===== src/rtl/taes_pkg.sv =====
// shared types, constants and round functions for the tweakable aes-128 cipher
`timescale 1ns / 1ps
package taes_pkg;

	localparam int NUM_ROUNDS   = 10;
	localparam int TWEAK_PERIOD = 2;
	localparam int NUM_CELLS    = NUM_ROUNDS + 1;

	typedef enum logic [0:0] {
		REG_KEY_HIGH = 1'b0,
		REG_KEY_LOW  = 1'b1
	} reg_index_t;

	typedef enum logic {
		ACT_ENCRYPT = 1'b0,
		ACT_DECRYPT = 1'b1
	} action_t;

	typedef logic [127:0] block_t;
	typedef logic [7:0]   byte_t;

	// item travelling down the cell chain
	typedef struct packed {
		logic   valid;
		logic   action;
		byte_t  tweak_byte;
		block_t state;
	} cell_data_t;

	localparam byte_t RCON [10] = '{8'h01, 8'h02, 8'h04, 8'h08, 8'h10,
		8'h20, 8'h40, 8'h80, 8'h1b, 8'h36};

	localparam byte_t FWD_SBOX [256] = '{
		8'h63,8'h7c,8'h77,8'h7b,8'hf2,8'h6b,8'h6f,8'hc5,8'h30,8'h01,8'h67,8'h2b,8'hfe,8'hd7,8'hab,8'h76,
		8'hca,8'h82,8'hc9,8'h7d,8'hfa,8'h59,8'h47,8'hf0,8'had,8'hd4,8'ha2,8'haf,8'h9c,8'ha4,8'h72,8'hc0,
		8'hb7,8'hfd,8'h93,8'h26,8'h36,8'h3f,8'hf7,8'hcc,8'h34,8'ha5,8'he5,8'hf1,8'h71,8'hd8,8'h31,8'h15,
		8'h04,8'hc7,8'h23,8'hc3,8'h18,8'h96,8'h05,8'h9a,8'h07,8'h12,8'h80,8'he2,8'heb,8'h27,8'hb2,8'h75,
		8'h09,8'h83,8'h2c,8'h1a,8'h1b,8'h6e,8'h5a,8'ha0,8'h52,8'h3b,8'hd6,8'hb3,8'h29,8'he3,8'h2f,8'h84,
		8'h53,8'hd1,8'h00,8'hed,8'h20,8'hfc,8'hb1,8'h5b,8'h6a,8'hcb,8'hbe,8'h39,8'h4a,8'h4c,8'h58,8'hcf,
		8'hd0,8'hef,8'haa,8'hfb,8'h43,8'h4d,8'h33,8'h85,8'h45,8'hf9,8'h02,8'h7f,8'h50,8'h3c,8'h9f,8'ha8,
		8'h51,8'ha3,8'h40,8'h8f,8'h92,8'h9d,8'h38,8'hf5,8'hbc,8'hb6,8'hda,8'h21,8'h10,8'hff,8'hf3,8'hd2,
		8'hcd,8'h0c,8'h13,8'hec,8'h5f,8'h97,8'h44,8'h17,8'hc4,8'ha7,8'h7e,8'h3d,8'h64,8'h5d,8'h19,8'h73,
		8'h60,8'h81,8'h4f,8'hdc,8'h22,8'h2a,8'h90,8'h88,8'h46,8'hee,8'hb8,8'h14,8'hde,8'h5e,8'h0b,8'hdb,
		8'he0,8'h32,8'h3a,8'h0a,8'h49,8'h06,8'h24,8'h5c,8'hc2,8'hd3,8'hac,8'h62,8'h91,8'h95,8'he4,8'h79,
		8'he7,8'hc8,8'h37,8'h6d,8'h8d,8'hd5,8'h4e,8'ha9,8'h6c,8'h56,8'hf4,8'hea,8'h65,8'h7a,8'hae,8'h08,
		8'hba,8'h78,8'h25,8'h2e,8'h1c,8'ha6,8'hb4,8'hc6,8'he8,8'hdd,8'h74,8'h1f,8'h4b,8'hbd,8'h8b,8'h8a,
		8'h70,8'h3e,8'hb5,8'h66,8'h48,8'h03,8'hf6,8'h0e,8'h61,8'h35,8'h57,8'hb9,8'h86,8'hc1,8'h1d,8'h9e,
		8'he1,8'hf8,8'h98,8'h11,8'h69,8'hd9,8'h8e,8'h94,8'h9b,8'h1e,8'h87,8'he9,8'hce,8'h55,8'h28,8'hdf,
		8'h8c,8'ha1,8'h89,8'h0d,8'hbf,8'he6,8'h42,8'h68,8'h41,8'h99,8'h2d,8'h0f,8'hb0,8'h54,8'hbb,8'h16
	};

	localparam byte_t INV_SBOX [256] = '{
		8'h52,8'h09,8'h6a,8'hd5,8'h30,8'h36,8'ha5,8'h38,8'hbf,8'h40,8'ha3,8'h9e,8'h81,8'hf3,8'hd7,8'hfb,
		8'h7c,8'he3,8'h39,8'h82,8'h9b,8'h2f,8'hff,8'h87,8'h34,8'h8e,8'h43,8'h44,8'hc4,8'hde,8'he9,8'hcb,
		8'h54,8'h7b,8'h94,8'h32,8'ha6,8'hc2,8'h23,8'h3d,8'hee,8'h4c,8'h95,8'h0b,8'h42,8'hfa,8'hc3,8'h4e,
		8'h08,8'h2e,8'ha1,8'h66,8'h28,8'hd9,8'h24,8'hb2,8'h76,8'h5b,8'ha2,8'h49,8'h6d,8'h8b,8'hd1,8'h25,
		8'h72,8'hf8,8'hf6,8'h64,8'h86,8'h68,8'h98,8'h16,8'hd4,8'ha4,8'h5c,8'hcc,8'h5d,8'h65,8'hb6,8'h92,
		8'h6c,8'h70,8'h48,8'h50,8'hfd,8'hed,8'hb9,8'hda,8'h5e,8'h15,8'h46,8'h57,8'ha7,8'h8d,8'h9d,8'h84,
		8'h90,8'hd8,8'hab,8'h00,8'h8c,8'hbc,8'hd3,8'h0a,8'hf7,8'he4,8'h58,8'h05,8'hb8,8'hb3,8'h45,8'h06,
		8'hd0,8'h2c,8'h1e,8'h8f,8'hca,8'h3f,8'h0f,8'h02,8'hc1,8'haf,8'hbd,8'h03,8'h01,8'h13,8'h8a,8'h6b,
		8'h3a,8'h91,8'h11,8'h41,8'h4f,8'h67,8'hdc,8'hea,8'h97,8'hf2,8'hcf,8'hce,8'hf0,8'hb4,8'he6,8'h73,
		8'h96,8'hac,8'h74,8'h22,8'he7,8'had,8'h35,8'h85,8'he2,8'hf9,8'h37,8'he8,8'h1c,8'h75,8'hdf,8'h6e,
		8'h47,8'hf1,8'h1a,8'h71,8'h1d,8'h29,8'hc5,8'h89,8'h6f,8'hb7,8'h62,8'h0e,8'haa,8'h18,8'hbe,8'h1b,
		8'hfc,8'h56,8'h3e,8'h4b,8'hc6,8'hd2,8'h79,8'h20,8'h9a,8'hdb,8'hc0,8'hfe,8'h78,8'hcd,8'h5a,8'hf4,
		8'h1f,8'hdd,8'ha8,8'h33,8'h88,8'h07,8'hc7,8'h31,8'hb1,8'h12,8'h10,8'h59,8'h27,8'h80,8'hec,8'h5f,
		8'h60,8'h51,8'h7f,8'ha9,8'h19,8'hb5,8'h4a,8'h0d,8'h2d,8'he5,8'h7a,8'h9f,8'h93,8'hc9,8'h9c,8'hef,
		8'ha0,8'he0,8'h3b,8'h4d,8'hae,8'h2a,8'hf5,8'hb0,8'hc8,8'heb,8'hbb,8'h3c,8'h83,8'h53,8'h99,8'h61,
		8'h17,8'h2b,8'h04,8'h7e,8'hba,8'h77,8'hd6,8'h26,8'he1,8'h69,8'h14,8'h63,8'h55,8'h21,8'h0c,8'h7d
	};

	// state byte i sits at bits 127-8i .. 120-8i
	function automatic byte_t get_byte(block_t b, int i);
		return b[127 - 8 * i -: 8];
	endfunction

	function automatic byte_t xtime(byte_t a);
		return {a[6:0], 1'b0} ^ (a[7] ? 8'h1b : 8'h00);
	endfunction

	function automatic block_t byte_subst(block_t s, logic inv);
		block_t r;
		for (int i = 0; i < 16; i++) begin
			r[127 - 8 * i -: 8] = inv ? INV_SBOX[get_byte(s, i)] : FWD_SBOX[get_byte(s, i)];
		end
		return r;
	endfunction

	function automatic block_t row_shift(block_t s, logic inv);
		block_t r;
		for (int rw = 0; rw < 4; rw++) begin
			for (int c = 0; c < 4; c++) begin
				if (inv) begin
					r[127 - 8 * (rw + 4 * ((c + rw) % 4)) -: 8] = get_byte(s, rw + 4 * c);
				end else begin
					r[127 - 8 * (rw + 4 * c) -: 8] = get_byte(s, rw + 4 * ((c + rw) % 4));
				end
			end
		end
		return r;
	endfunction

	function automatic block_t column_mix(block_t s, logic inv);
		block_t r;
		byte_t a0, a1, a2, a3, x0, x1, x2, x3, y0, y1, y2, y3, u, v;
		for (int c = 0; c < 4; c++) begin
			a0 = get_byte(s, 4 * c);
			a1 = get_byte(s, 4 * c + 1);
			a2 = get_byte(s, 4 * c + 2);
			a3 = get_byte(s, 4 * c + 3);
			// inverse: premultiply by (5,0,4,0) then forward mix
			if (inv) begin
				u = xtime(xtime(a0 ^ a2));
				v = xtime(xtime(a1 ^ a3));
				a0 = a0 ^ u;
				a1 = a1 ^ v;
				a2 = a2 ^ u;
				a3 = a3 ^ v;
			end
			x0 = xtime(a0); x1 = xtime(a1); x2 = xtime(a2); x3 = xtime(a3);
			y0 = x0 ^ x1 ^ a1 ^ a2 ^ a3;
			y1 = a0 ^ x1 ^ x2 ^ a2 ^ a3;
			y2 = a0 ^ a1 ^ x2 ^ x3 ^ a3;
			y3 = x0 ^ a0 ^ a1 ^ a2 ^ x3;
			r[127 - 32 * c -: 32] = {y0, y1, y2, y3};
		end
		return r;
	endfunction

	// bit j of e into bit 0 of byte j
	function automatic block_t add_tweak(block_t s, byte_t e);
		block_t r;
		r = s;
		for (int j = 0; j < 8; j++) begin
			r[120 - 8 * j] = s[120 - 8 * j] ^ e[j];
		end
		return r;
	endfunction

	function automatic block_t next_round_key(block_t k, byte_t rc);
		block_t n;
		logic [31:0] t;
		t = {FWD_SBOX[get_byte(k, 13)] ^ rc, FWD_SBOX[get_byte(k, 14)],
			FWD_SBOX[get_byte(k, 15)], FWD_SBOX[get_byte(k, 12)]};
		n[127:96] = k[127:96] ^ t;
		n[95:64]  = k[95:64] ^ n[127:96];
		n[63:32]  = k[63:32] ^ n[95:64];
		n[31:0]   = k[31:0] ^ n[63:32];
		return n;
	endfunction

	function automatic byte_t spread_tweak(logic [3:0] t);
		return {t ^ {4{^t}}, t};
	endfunction

endpackage


===== src/rtl/taes_key_cell.sv =====
// one step of the key schedule: holds one round key, recomputed from its neighbour
`timescale 1ns / 1ps
module taes_key_cell import taes_pkg::*; (
	input  logic   clk,
	input  logic   arst_n,
	input  byte_t  rcon,
	input  block_t prev_key,
	output block_t round_key
);

	block_t key_q;

	// resets to the schedule of the all-zero key one cell per cycle after release
	always_ff @(posedge clk or negedge arst_n) begin
		if (!arst_n) begin
			key_q <= '0;
		end else begin
			key_q <= next_round_key(prev_key, rcon);
		end
	end

	assign round_key = key_q;

endmodule


===== config.mk =====
export PLATFORM = sky130hd
export DESIGN_NAME = taes_key_cell
export DESIGN_NICKNAME = d
export VERILOG_FILES = /design/src/rtl/taes_pkg.sv /design/src/rtl/taes_key_cell.sv
export SDC_FILE = /design/constraint.sdc
export NUM_CORES = 1
export LEC_CHECK = 0
export ABC_AREA = 1
export ABC_CLOCK_PERIOD_IN_PS = 800
export BUFFER_PORTS_ARGS = -buffer_cell sky130_fd_sc_hd__buf_2
export CORE_AREA = 2 2 270 272
export DETAILED_ROUTE_END_ITERATION = 6
export DIE_AREA = 0 0 272 274
export GPL_TIMING_DRIVEN = 1
export PLACE_DENSITY_LB_ADDON = 0.1
export SETUP_SLACK_MARGIN = 0.4
export SLEW_MARGIN = 15
export SYNTH_ARGS = -nofsm -noshare
export SYNTH_HDL_FRONTEND = slang
export SYNTH_SLANG_ARGS = --single-unit

===== constraint.sdc =====
create_clock -name clk -period 0.8 [get_ports clk]
set_input_delay 0.08 -clock clk [delete_from_list [all_inputs] [get_ports clk]]
set_output_delay 0.08 -clock clk [all_outputs]
set_load 0.005 [all_outputs]

# Word level (Yosys, flattened, before mapping)
# Memory sizes are Yosys's and may differ from the RTL's.
# Index checks and enable logic that the tools add are counted.
[totals]
word_cells = 26
romBits = 8192
inputBits = 138
mem_count = 4
ff_bits = 128
[mem_list]
columns = ["name", "words", "width", "read_ports", "rd_clocked_by_memory_dff", "write_ports", "line", "source"]
rows = [
  ["(no name shown)", 256, 8, 1, 0, 0, "taes_pkg.sv:143", "FWD_SBOX[get_byte(k, 15)], FWD_SBOX[get_byte(k, 12)]};"],
  ["(no name shown)", 256, 8, 1, 0, 0, "taes_pkg.sv:143", ""],
  ["(no name shown)", 256, 8, 1, 0, 0, "taes_pkg.sv:142", "t = {FWD_SBOX[get_byte(k, 13)] ^ rc, FWD_SBOX[get_byte(k, 14)],"],
  ["(no name shown)", 256, 8, 1, 0, 0, "taes_pkg.sv:142", ""],
]
[op_classes]
mux = 8
bitwise_logic = 9
n_lt_le_gt_ge = 4
[ops]
columns = ["operator", "n"]
rows = [
  ["$xor 32x32->32", 4],
  ["$mux 8", 8],
  ["$ge 9x9->1 const B", 4],
  ["$not 8->9", 4],
  ["$xor 8x8->8", 1],
]

# Depth between registers and ports, before layout
# Gate-level depths: netlist (run 1).
[depth]
depth_word = 9
mapped_depth = 21
mapped_depth_nobuf = 20

# Least setup slack after synthesis (run 1)
# No wires, ideal clock.
[synth_timing]
path_type = "in2reg"
startpoint = "in prev_key[24]"
endpoint = "reg key_q[6], in the netlist round_key[6]"
path_stages = 18
arrival_time_ps = 2050
path_slack_ps = -1368
required_ps = 682
n_path_buf = 2
cell_sequence = "buf_4 inv_1 ha_1 nand2_1 buf_2 nand3_1 nand2_1 nand2_1 nand3_1 nand3_1 nand3_1 nand2_1 nand2_1 nand3_1 nand2_1 nand2_1 nand3_1 nand2_1"
[synth_via]
elab_chain_cells = 8
[synth_lines]
columns = ["element", "line", "source"]
rows = [
  ["from (decl)", "taes_key_cell.sv:7", "input block_t prev_key,"],
  ["$not 8->9 (not written as such)", "taes_pkg.sv:143", ""],
  ["$mem_v2 256x8", "-", ""],
  ["$mux 8 (not written as such) (2 in series)", "taes_pkg.sv:143", ""],
  ["$xor 32x32->32", "taes_pkg.sv:144", "n[127:96] = k[127:96] ^ t;"],
  ["$xor 32x32->32", "taes_pkg.sv:145", "n[95:64] = k[95:64] ^ n[127:96];"],
  ["$xor 32x32->32", "taes_pkg.sv:146", "n[63:32] = k[63:32] ^ n[95:64];"],
  ["$xor 32x32->32", "taes_pkg.sv:147", "n[31:0] = k[31:0] ^ n[63:32];"],
  ["to (signal assigned)", "taes_key_cell.sv:18", "key_q <= next_round_key(prev_key, rcon);"],
  ["to (decl)", "taes_key_cell.sv:11", "block_t key_q;"],
]
# No other way between the ends. The select of a mux whose other input is x is not followed.

# Final worst setup path (run 1)
[layout_timing]
startpoint = "in prev_key[8]"
endpoint = "reg key_q[85], in the netlist round_key[85]"
[layout_via]
elab_chain_cells = 6
[layout_lines]
columns = ["element", "line"]
rows = [
  ["$not 8->9 (not written as such)", "taes_pkg.sv:142"],
  ["$mem_v2 256x8", "-"],
  ["$mux 8 (not written as such) (2 in series)", "taes_pkg.sv:142"],
  ["$xor 32x32->32", "taes_pkg.sv:144"],
  ["$xor 32x32->32", "taes_pkg.sv:145"],
]
# No other way between the ends. The select of a mux whose other input is x is not followed.

==> results of run 1 <==
timing repair:
action,in CTS,in global routing
gates resized for setup,821,443
cloned,4,1
setup endpoints to repair,256,256
pin swaps,320,256
endpoints found under the hold margin,218,205
setup buffers,65,26
worst max-delay path: cells and delay by family:
| kind | cells | cell delay (ns) |
|---|---|---|
| compound gates | 1 | 0.31 |
| fa+ha+maj | 1 | 0.18 |
| simple gates | 8 | 0.81 |
| buf+inv | 6 | 0.77 |
logic make-up after synthesis:
group,share of synthesized area
and+or+nand+nor,0.6157
buffers and inverters,0.1061
AOI/OAI and AO/OA,0.05107
DFF,0.1808
adders and majority gates,0.04238
xor gates and xnor gates,0.003956
through the flow:
stage | hold slack [ns] | setup slack, ns | cells
3_3_place_gp | -0.04184 | -1.678 | 5008
6_report | -0.5231 | -0.9978 | 5137
5_1_grt | -0.5497 | -1.132 | 5137
2_1_floorplan | -0.2156 | -1.099 | 3226
3_5_place_dp | -0.04204 | -1.701 | 5008
4_1_cts | -0.5561 | -0.9390 | 5109
routing by layer:
layer | up-vias | part of all wire | GRT usage
met3 | 252 | 0.077 | 0.04755
met5 | - | 0.00072 | 0
met1 | 12920 | 0.43 | 0.3734
met2 | 1265 | 0.46 | 0.4468
met4 | 12 | 0.039 | 0.1112
li1 | 12720 | - | -
worst paths after layout:
kind	from	end	slack [ns]	cells after the start
max in group asynchronous	arst_n	round_key[6]	0.84	2
worst min-delay path	arst_n	round_key[49]	-0.52	1
worst max-delay path	prev_key[8]	round_key[85]	-1.0	16
min in group clk	prev_key[61]	round_key[61]	-0.15	3
where the power goes:
part / internal, W / leakage (nW) / switching [W] / total (W)
Combinational: 0.00984 / 14.9 / 0.0131 / 0.0229
Sequential: 0.00743 / 1.52 / 0.000367 / 0.00780
Clock: 0.00406 / 0.259 / 0.00349 / 0.00755
area by class of cell:
class,instances,area share
Antenna cell,1,0.00007525
Sequential cell,128,0.09640
Inverter,199,0.02570
Timing Repair Buffer,1124,0.2857
Clock buffer,18,0.01321
Tap cell,959,0.03608
Clock inverter,14,0.003198
Multi-Input combinational cell,2694,0.5396
cell usage in the layout (no fill, tap or decap), drive strengths merged:
cell      netlist  layout
nand3        1155    1155
buf           165    1121
nand2        1114    1116
inv           191     191
nor2          141     141
dfrtp         128     128
a21oi         113     113
ha             60      60
o21ai          44      44
nand4          25      25
clkbuf         42      20
nand3b         14      14
clkinv          8      14
o211ai         10      10
clkinvlp        0       8
xor2            8       8
a31oi           4       4
or2             3       3
diode           0       1
o31ai           1       1
bufbuf          0       1
==> summary.txt, run 1 <==
Outcome
  – Status: complete, but fails checks
  – Violations in the final reports: DRC, hold timing, setup timing

Yosys
  – Primary FF master, synth: dfrtp_1
  – Most frequent cells after synthesis: 1,152 x nand3_1, 1,077 x nand2_1, 175 x inv_1
  – Post-synth top area share: 0.3255
  – Sequential area share after synthesis: 0.1808
  – Area contributors post-synth: nand3_1 33%, nand2_1 23%, dfrtp_1 18%, ha_1 4.2%, inv_1 3.7%
  – Post-synth EDFFs: 0
  – Post-synthesis cell count: between 3,000 and 4,000
  – Post-synthesis register bit count: 128
  – Count leader, synth: nand3_1
  – Synth warn: 0
  – Post-Syn Nets: between 3,000 and 4,000
  – Netlist cell types: 30
  – Average instance area after synthesis: ~5.5 um^2
  – Syn Std Cell Area: approximately 0.018 mm^2
  – Post-synth ARST share: 1.000
  – Synth area leader: nand3_1

Placement
  – DP HPWL: 82,860 um
  – Dpl cell area: approximately 0.026 mm^2
  – I/O Buffers: around 270
  – GPL Wtd Cong: 0.9948

Route
  – Vias per inst: about 5.3
  – WL/cell: roughly 21 um
  – Iter 0 DRT Violations: around 2,600
  – Pre-antenna DRT Iters: 7
  – Via count: 27,170
  – Final wirelength: around 110,000 um
  – Drt drc: 2
  – Post-DRT Antenna Nets: 0

Floorplanning
  – Initial core utilization: 0.2461
  – Core area: between 0.07 and 0.08 mm^2
  – Die X: 272 um
  – Die area: ~0.075 mm^2
  – FP Rows: 99
  – Die Height: between 200 and 300 um
  – Ports: between 200 and 300

CTS
  – Clock root buffer: clkbuf_16
  – Clock-pin slew on the worst setup and hold paths: around 0.060 ns
  – Clock Path Buffers: 2
  – Cts bufs inserted: 17
  – H-tree Lvls: 4
  – Clock sink count: 128
  – CTS tree: done

Layout
  – Post-layout instance area: approximately 0.033 mm^2
  – Nets: 4,362
  – Multi-input combinational cell area: ~0.018 mm^2
  – Register area: around 0.0032 mm^2
  – Share of cells above drive strength 1: 0.5183
  – Max reg flops: approximately 130
  – Fill cell count: between 7,000 and 8,000
  – Final Util: 0.4621
  – Area grow syn2layout: 87.72%

Worst setup path
  – CP max FO: 4
  – Slowest stage cell, crit path: o211ai_1
  – Critical Setup Path Class: input port to flop
  – Critical path arrival: between 2 and 2.5 ns
  – Startpoint Class: input port
  – Worst path max stage delay: 0.31 ns
  – Crit-path cells: buf_4 > buf_12 > ha_2 > buf_4 > nand2_2 > buf_4 > o211ai_1 > nand3_1 > nand3_2 > nand3_4 > nand2_4 > nand2_4 > nand3_4 > nand2_4 > buf_6 > buf_6
  – Worst path required time: about 1.2 ns
  – Crit. End Element: flop

Global routing
  – Grt ovf: 0
  – Vias in the first global route: between 20,000 and 30,000
  – Largest net degree at the start of global routing: 38
  – First-pass GRT wire length: around 160,000 um
  – Initial antenna violation count: 11
  – GR Util All Layers: 0.2796

Timing
  – Final period utilization: 2.247
  – Unrepaired setup endpoints after global routing: yes
  – Max Freq: approximately 560 MHz
  – Slew @ Worst Pin: roughly 0.39 ns
  – Worst slew margin relative to its limit: 0.7416
  – Final TNS setup: -135.26 ns
  – Hold Slack: -0.5231 ns
  – Max Slew Vio Count: 0
  – Min Clock Period, post-route: 1.798 ns
  – Setup ws final: -0.9978 ns
  – Setup violators final: approximately 260
  – Final hold violations: 205

Run
  – Max cap viols: 0

Pwr
  – Pleak: ~17 nW
  – Total power: between 0.03 and 0.04 W
  – Worst VDD drop: 1.078 mV
  – PD cells: about 1200 mW/mm^2

Min path
  – Worst Hold Class: input port to async pin
Power figures use the tool's default switching activity.
==> run 2: changes to the inputs <==
Settings changed: TNS_END_PERCENT set to 30.
==> summary.txt, run 2 (same netlist as run 1, synthesis figures left out) <==
Timing
  – Final hold violations: 199 (was 205)
  – Max Freq: 547.2 MHz (was 556.2 MHz)
  – Setup ws final: -1.028 ns (was -0.9978 ns)
  – Hold Slack: -0.5637 ns (was -0.5231 ns)
  – Setup violators final: 256 (unchanged)
  – Unrepaired setup endpoints after global routing: yes (unchanged)
  – Slew @ Worst Pin: 0.4196 ns (was 0.3861 ns)
  – Worst slew margin relative to its limit: 0.7193 (was 0.7416)
  – Final period utilization: 2.285 (was 2.247)
  – Max Slew Vio Count: 0 (unchanged)
  – Min Clock Period, post-route: 1.828 ns (was 1.798 ns)

CTS
  – Clock sink count: 128 (unchanged)
  – CTS tree: done (unchanged)
  – Clock Path Buffers: 2 (unchanged)
  – Clock-pin slew on the worst setup and hold paths: 0.07 ns (was 0.06 ns)
  – H-tree Lvls: 4 (unchanged)
  – Cts bufs inserted: 17 (unchanged)
  – Clock root buffer: clkbuf_16 (unchanged)

Floorplanning
  – FP Rows: 99 (unchanged)
  – Die X: 272 um (unchanged)
  – Die area: 0.07453 mm^2 (unchanged)
  – Core area: 0.07197 mm^2 (unchanged)
  – Initial core utilization: 0.2461 (unchanged)
  – Die Height: 274 um (unchanged)
  – Ports: 266 (unchanged)

Layout
  – Commonest non-fill, non-tap cell in the layout: nand2_1 (unchanged)
  – Nets: 4,432 (was 4,362)
  – Final Util: 0.4702 (was 0.4621)
  – Finished Layout Cells: 5,208 (was 5,137)
  – Area grow syn2layout: 91.04% (was 87.72%)
  – Max reg flops: 128 (unchanged)
  – Fill cell count: 7,443 (was 7,510)
  – Share of cells above drive strength 1: 0.5208 (was 0.5183)
  – Commonest cells after routing, fill and taps aside: 747 x nand2_1, 745 x buf_4, 696 x nand3_1 (was 741 x nand2_1, 690 x nand3_1, 658 x buf_4)

Global routing
  – GR Util All Layers: 0.2867 (was 0.2796)
  – Vias in the first global route: 26,650 (was 26,010)
  – First-pass GRT wire length: 164,100 um (was 160,000 um)
  – Largest net degree at the start of global routing: 33 (was 38)
  – Initial antenna violation count: 9 (was 11)
  – Grt ovf: 0 (unchanged)

Pwr
  – PD cells: 1188 mW/mm^2 (was 1151 mW/mm^2)
  – Pleak: 17.12 nW (was 16.68 nW)
  – Total power: 0.04021 W (was 0.03829 W)
  – Worst VDD drop: 1.093 mV (was 1.078 mV)

Min path
  – Worst Hold Class: input port to async pin (unchanged)

Worst setup path
  – Critical path arrival: 2.20 ns (was 2.16 ns)
  – Worst path max stage delay: 0.44 ns (was 0.31 ns)
  – Critical Setup Path Class: input port to flop (unchanged)
  – Crit. End Element: flop (unchanged)
  – Crit-path cells: buf_8 > clkinvlp_4 > ha_4 > inv_4 > nand2_4 > nand3_2 > buf_4 > nand3_1 > nand3_1 > nand3_2 > nand3_2 > nand3b_1 > nand2_2 > buf_4 > buf_6 > buf_6 (was buf_4 > buf_12 > ha_2 > buf_4 > nand2_2 > buf_4 > o211ai_1 > nand3_1 > nand3_2 > nand3_4 > nand2_4 > nand2_4 > nand3_4 > nand2_4 > buf_6 > buf_6)
  – Delay-heaviest family, CP: simple AND/OR/NAND/NOR gates (unchanged)
  – Most used cell, CP: nand3_2
  – Startpoint Class: input port (unchanged)
  – Worst path required time: 1.17 ns (was 1.16 ns)
  – Worst path depth: 16 (unchanged)
  – Slowest stage cell, crit path: ha_4 (was o211ai_1)
  – WP buf/inv: 7 (was 6)
  – CP max FO: 6 (was 4)

Route
  – WL/cell: 21.20 um (was 21.06 um)
  – Vias per inst: 5.292 (was 5.288)
  – Pre-antenna DRT Iters: 6 (was 7)
  – Drt drc: 0 (was 2)
  – Via count: 27,560 (was 27,170)
  – Iter 0 DRT Violations: 2,811 (was 2,615)
  – Post-DRT Antenna Nets: 0 (unchanged)
  – Final wirelength: 110,400 um (was 108,200 um)

Outcome
  – Violations in the final reports: hold timing, setup timing (was DRC, hold timing, setup timing)
  – Status: complete, but fails checks (unchanged)

Run
  – Max cap viols: 0 (unchanged)

Placement
  – GPL Wtd Cong: 0.9989 (was 0.9948)
  – I/O Buffers: 265 (unchanged)
  – DP HPWL: 85,380 um (was 82,860 um)
  – DP Cell Count: 5,075 (was 5,008)
## run 2: cell types whose count changed in the layout (fill, tap and decap cells not counted), sizes merged
cell | before | now
nand2 | 1116 | 1115
diode | 1 | 2
inv | 191 | 188
clkinv | 14 | 12
bufinv | 0 | 4
bufbuf | 1 | 2
buf | 1121 | 1192
## run 2: cell type report
type	instances	area, um^2	share of cell area
Clock inverter	12	181.4	0.005361
Sequential cell	128	3207	0.09476
Clock buffer	20	466.7	0.01379
Antenna cell	2	5.005	0.0001479
Timing Repair inverter	1	8.758	0.0002588
Inverter	199	850.8	0.02514
Timing Repair Buffer	1194	9877	0.2919
Tap cell	959	1200	0.03546
Multi-Input combinational cell	2693	18050	0.5332
## run 2: per-layer routing
metal,vias up,routed length [um],GRT usage
met2,1338,49650,0.4541
met3,275,9109,0.05351
met1,13100,47300,0.3859
met4,10,4274,0.1070
met5,-,57,0
li1,12830,-,-
## run 2: through the flow
step                cell area [um^2]  worst slack [ns]  TNS, ns
finish                         33840            -1.028  -141.50
global route                   33840            -1.121  -157.14
CTS                            31660           -0.9413  -135.05
detailed placement             26840            -1.736  -191.91
global placement               26840            -1.766  -192.54
floorplan                      18370            -1.099  -115.95
## run 2: worst max-delay path by stage
stage | startpoint | to | slack [ns]
6_report | prev_key[16] | round_key[120] | -1.03
2_1_floorplan | prev_key[9] | round_key[16] | -1.10
5_1_grt | prev_key[24] | round_key[4] | -1.12
3_3_place_gp | prev_key[24] | round_key[6] | -1.77
4_1_cts | prev_key[16] | round_key[89] | -0.94
3_5_place_dp | prev_key[24] | round_key[6] | -1.74
## run 2: report_power, final
group          internal, W  leakage, nW  switching (W)
combinational       0.0100         15.3         0.0133
sequential         0.00743         1.52       0.000344
clock              0.00547        0.305        0.00361
total               0.0229         17.1         0.0173
## run 2: timing repair
| item | in CTS | in global routing |
|---|---|---|
| setup buffers | 65 | 30 |
| hold endpoints to repair | 217 | 199 |
| gates resized for setup | 852 | 415 |
| cloned | 4 | 0 |
| pin swaps | 337 | 238 |
| endpoints found under the setup margin | 256 | 256 |
